## src/rtl/assert_macros.svh

```systemverilog
// Assertion macros shared by the sampler RTL
`ifndef ASSERT_MACROS_SVH
`define ASSERT_MACROS_SVH
`ifndef NO_ASSERTIONS
// Check a property on every rising clock edge outside reset
`define ASSERT_CLK(lbl, prop) \
	lbl: assert property (@(posedge clk) disable iff (!arst_n) prop) \
		else $error("sampler assertion failed");
// Check that a condition never occurs outside reset
`define ASSERT_NEVER(lbl, expr) \
	lbl: assert property (@(posedge clk) disable iff (!arst_n) !(expr)) \
		else $error("sampler forbidden condition seen");
`else
`define ASSERT_CLK(lbl, prop)
`define ASSERT_NEVER(lbl, expr)
`endif
`endif

```

## src/rtl/tbs_pkg.sv

```systemverilog
// Shared constants and types of the bilinear texture sampler
package tbs_pkg;
	// request opcodes
	localparam logic OP_WRITE  = 1'b0;
	localparam logic OP_SAMPLE = 1'b1;

	// register indexes on the configuration port
	localparam logic REG_TEX_WIDTH  = 1'b0;
	localparam logic REG_TEX_HEIGHT = 1'b1;

	// texture size limits and reset value
	localparam logic [8:0] SIZE_MAX = 9'd256;
	localparam logic [8:0] SIZE_MIN = 9'd1;

	// half a texel in Q.16
	localparam logic [24:0] HALF_TEXEL = 25'h0008000;

	// stage enables handed to the blend datapath
	typedef struct packed {
		logic en_s6;
		logic en_s7;
	} blend_ctl_t;
endpackage

```

## src/rtl/tbs_blend.sv

```systemverilog
// Two-stage bilinear blend of one color channel
module tbs_blend #(
	parameter int WB = 8
) (
	input  logic                clk,
	input  tbs_pkg::blend_ctl_t ctl,
	input  logic [WB-1:0]       fx,
	input  logic [WB-1:0]       fy,
	input  logic [7:0]          c00,
	input  logic [7:0]          c01,
	input  logic [7:0]          c10,
	input  logic [7:0]          c11,
	output logic [15:0]         res
);
	localparam int HW  = 8 + WB;
	localparam int HW1 = HW + 1;
	localparam int TW  = 8 + 2 * WB;
	localparam int TW1 = TW + 1;
	localparam logic [WB:0] S = (WB + 1)'(1) << WB;

	logic [WB:0]   wx0;
	logic [WB:0]   wy0;
	logic [HW1-1:0] top_n;
	logic [HW1-1:0] bot_n;
	logic [HW-1:0] top_s6;
	logic [HW-1:0] bot_s6;
	logic [WB-1:0] fy_s6;
	logic [TW1-1:0] t_n;

	// horizontal blend of both rows
	assign wx0   = S - {1'b0, fx};
	assign top_n = HW1'(c00) * HW1'(wx0) + HW1'(c01) * HW1'(fx);
	assign bot_n = HW1'(c10) * HW1'(wx0) + HW1'(c11) * HW1'(fx);

	always_ff @(posedge clk) begin
		if (ctl.en_s6) begin
			top_s6 <= top_n[HW-1:0];
			bot_s6 <= bot_n[HW-1:0];
			fy_s6  <= fy;
		end
	end

	// vertical blend, drop the extra fraction bits
	assign wy0 = S - {1'b0, fy_s6};
	assign t_n = TW1'(top_s6) * TW1'(wy0) + TW1'(bot_s6) * TW1'(fy_s6);

	always_ff @(posedge clk) begin
		if (ctl.en_s7) begin
			res <= t_n[TW-1 -: 16];
		end
	end
endmodule

```

## config.mk

```make
export PLATFORM = sky130hd
export DESIGN_NAME = tbs_blend
export DESIGN_NICKNAME = d
export VERILOG_FILES = /design/src/rtl/assert_macros.svh /design/src/rtl/tbs_pkg.sv /design/src/rtl/tbs_blend.sv
export SDC_FILE = /design/constraint.sdc
export NUM_CORES = 1
export LEC_CHECK = 0
export BUFFER_PORTS_ARGS = -buffer_cell sky130_fd_sc_hd__buf_2
export CORE_ASPECT_RATIO = 1.2
export CORE_UTILIZATION = 45
export CTS_BUF_LIST = sky130_fd_sc_hd__clkbuf_4 sky130_fd_sc_hd__clkbuf_8 sky130_fd_sc_hd__clkbuf_16
export CTS_CLUSTER_SIZE = 25
export DETAILED_ROUTE_END_ITERATION = 12
export SETUP_SLACK_MARGIN = 0.5
export SYNTH_ARGS = -nofsm -noshare
export SYNTH_HDL_FRONTEND = slang
export SYNTH_SLANG_ARGS = --single-unit
```

## constraint.sdc

```tcl
create_clock -name clk -period 9.7 [get_ports clk]
set_input_delay 0 -clock clk [delete_from_list [all_inputs] [get_ports clk]]
set_output_delay 0 -clock clk [all_outputs]
set_load 0.01 [all_outputs]
```

=== Yosys cells after proc, flatten, opt, wreduce, memory -nomap -nowiden ===
Cells that the tools add are included.

* Add/subtract/negate cells: 5
* $mul: 6

{| class="wikitable"
|+ Operators by type and width
! kind !! number
|-
| $add A16 B16 Y16 || 2
|-
| $mul A8 B8 Y16 || 2
|-
| $mul A8 B9 Y16 || 2
|-
| $add A24 B24 Y24 || 1
|-
| $mul A16 B8 Y24 || 1
|-
| $mul A16 B9 Y24 || 1
|-
| $sub A9 B8 Y9 const A || 2
|}

* Bits in registers: 56
* Bits of input ports: 51
* Output and inout bits: 16
* Logic and storage cells: 15

=== Depth between registers and ports, before layout ===
* Depth in word-level cells: 3
* Gate-level depth with buffers: 26

=== Worst setup path after synthesis ===
Ideal clock, no wire load.

* Path type: register to register
* Start point: register fy_s6[1]
* End point: register res[14], data pin
* Arrival time: 6749 ps
* Path slack: 2690 ps
* Cell stages (with the launch flop): 23
* Buffers on the path: 2
* Period minus slack after synthesis: 7010 ps
* Cell sequence: edfxtp_1 -> clkbuf_1 -> inv_1 -> ha_1 -> or3b_4 -> nor4b_4 -> clkbuf_1 -> nand2_1 -> fa_1 -> inv_1 -> fa_1 -> fa_1 -> fa_1 -> fa_1 -> fa_1 -> ha_1 -> a21oi_1 -> o21ai_0 -> a31oi_1 -> o21ai_1 -> a31oi_1 -> a2111oi_0 -> a311o_1

* Longest elaborated chain between the ends: 3
* Elaborated cells between the ends (all ways): 4

{| class="wikitable"
|+ Ends and longest elaborated chain
! item !! line !! RTL
|-
| from (decl) || tbs_blend.sv:27 || <nowiki>logic [WB-1:0] fy_s6;</nowiki>
|-
| from (signal assigned) || tbs_blend.sv:39 || <nowiki>fy_s6 <= fy;</nowiki>
|-
| $sub A9 B8 Y9 || tbs_blend.sv:44 || <nowiki>assign wy0 = S - {1'b0, fy_s6};</nowiki>
|-
| $mul A16 B9 Y24 || tbs_blend.sv:45 || <nowiki>assign t_n = TW1'(top_s6) * TW1'(wy0) + TW1'(bot_s6) * TW1'(fy_s6);</nowiki>
|-
| $add A24 B24 Y24 (*) || tbs_blend.sv:45 ||
|-
| via t_n[22] || tbs_blend.sv:28 || <nowiki>logic [TW1-1:0] t_n;</nowiki>
|-
| to (signal assigned) || tbs_blend.sv:49 || <nowiki>res <= t_n[TW-1 -: 16];</nowiki>
|-
| to (decl) || tbs_blend.sv:13 || <nowiki>output logic [15:0] res</nowiki>
|}

Mark *: on every way through the listed nets, which the timed path passes. The rest lies on a longest branch.
A chain may end at the register's enable or synchronous reset.

=== Worst setup path after layout ===
* Start point: register fy_s6[5]
* End point: register res[14], data pin

Same word-level chain as after synthesis.

==> out/metrics.yaml <==
n_fill_cell: 4047
layout-drive-gt1-share: 0.0489
grt_overflow: 0
yosys.area.top_type: "fa_1"
drc: 0
firstDrtPassIters: 4
antenna_cells: 0
die_w_um: 191
required_ns: 9.77
synth_fp_nets: 2749
yosys-top-cells-count: "inv_1, fa_1, and2_1"
antenna_found_initial: 0
synth_flop_cell: "edfxtp_1"
synth_area_per_cell_um2: 9.33
drt_iter0_markers: 533
slew_headroom: 0.243
start_util: 0.460
synth_cells: 2075
worst-path-buf-inv: 2
clock_skew_ns: 0.0117
gp_congestion: 0.875
status: "completed"
final_nets: 2778
clockBufferDepth: 2
cp-start-kind: "flip-flop"
core-area_um2: 42100
io_pins: 67
async_flop_share: 0
hold_class: "in2reg"
path_clk_slew_ns: 0.08
vias_per_cell: 4.96
fmax_mhz: 130
worstMarginPinSlew_ns: 1.13
die_area_um2: 43900
ys_types: 49
path_class: "reg2reg"
syn_to_final_growth_pct: 5.75
setup_viol: 0
ant_nets: 0
tns_ns: 0
cts_made_buffers: 5
finalMaxSlewViolations: 0
clk_latency_ns: 0.32
path_delay_family: "adder cells"
die_height_um: 229
synth_area_leaders: "fa_1, ha_1, inv_1"
yosysWarningCount: 0
synth-seq-area-share: 0.0868
grt_pass1_vias: 14811
crit_path_end_kind: "flip-flop"
ys_ff_latch: 56
synth_edf_count: 56
synthMostInstantiatedCell: "inv_1"
clock_sinks: 56
cpPeakStageDelay_ns: 0.91
drt-total-wl_um: 41800
cp_slowest_cell: "xnor2_1"
synth_top_area_share: 0.436
num_vias: 13155
hpwlAfterDp_um: 35800
port_buffers: 66
clock-root-buffer: "clkbuf_16"
postCtsSetupBuffers: 0
period_share: 0.796
cpMostUsedCell: "fa_1"
rows: 82
hold_violations: 0
rsz0062_at_grt: "false"
fin_crit_ns: 7.72
crit_arrival_ns: 7.78
path_cells: "nor4_1, xnor2_1, and2_1, fa_1, inv_1, fa_1, fa_1, inv_1, fa_1, fa_1, fa_1, ha_1, a21oi_1, o21ai_0, a31oi_1, o21ai_1, a31oi_1, a2111oi_0, a311o_1"
cap_violations: 0
cts_tree: "yes"
grt_max_degree: 41
worstPathMaxFanout: 20
grt.total_usage: 0.209
grt_pass1_wl_um: 72400
wl_per_cell_um: 15.8
syn_area_um2: 19400
htreeDepth: 2
final timing paths:
kind	cells after the start	slack [ns]	start	end
min reg2reg	4	1.30	top_s6[15]$_DFFE_PP_	res[15]$_DFFE_PP_
min	1	0.11	ctl[0]	res[1]$_DFFE_PP_
max reg2reg	19	1.98	fy_s6[5]$_DFFE_PP_	res[14]$_DFFE_PP_
max	19	1.98	fy_s6[5]$_DFFE_PP_	res[14]$_DFFE_PP_
sequential cells by signal (all words and copies together), names as in the netlist:
register,count
bot_s6,16
fy_s6,8
res,16
top_s6,16
cells by family after synthesis:
kind of cell	count (synthesis)	synth area share
AO/OA/AOI/OAI	86	0.0298
AND/OR/NAND/NOR	626	0.166
XOR/XNOR	66	0.0302
adder cells (fa/ha/maj)	623	0.566
buffers and inverters	617	0.120
flip-flops	56	0.0868
multiplexers	1	0.000517
layout make-up:
| cell class | instances | area [µm²] | share of cell area |
|---|---|---|---|
| Clock buffer | 5 | 125 | 0.00611 |
| Clock inverter | 3 | 18.8 | 0.000917 |
| Inverter | 547 | 2050 | 0.100 |
| Multi-Input combinational cell | 1402 | 15400 | 0.751 |
| Sequential cell | 56 | 1680 | 0.0821 |
| Tap cell | 546 | 683 | 0.0334 |
| Timing Repair Buffer | 92 | 546 | 0.0266 |
through the flow:
step	setup WS (ns)	hold WS, ns	cells	util	instance area (µm²)
after floorplan	2.69	0.0989	2075	-	19400
after global placement	2.14	0.182	2635	0.481	20300
after detailed placement	2.03	0.181	2635	0.481	20300
after CTS	2.01	0.123	2651	0.487	20500
after global routing	1.47	0.139	2651	0.487	20500
final	1.98	0.111	2651	0.487	20500
repair_timing:
action	in CTS	in global routing
gates resized for setup	0	0
hold endpoints to repair	8	0
hold buffers	8	0
setup endpoints to repair	0	0
placed cells by master (no fill, tap or decap), types with 7 or more instances in the layout:
cell and n:
a21o_1 9, a21oi_1 23, and2_1 287, buf_2 66, buf_4 18, dlygate4sd3_1 8, edfxtp_1 56, fa_1 422
ha_1 201, inv_1 547, nand2_1 264, nand3_1 8, nor2_1 25, nor3_1 9, o21a_1 7, o21ai_0 14
xnor2_1 46, xor2_1 17
per-layer routing:
metal / track usage / share of wire
met5: 0 / 0
met4: 0.0637 / 0.028
met3: 0.0216 / 0.032
met2: 0.390 / 0.53
met1: 0.249 / 0.41
Power is left out: the tool's default activity adds up to more than one toggle a clock period on the data nets, which glitch-free logic cannot reach.
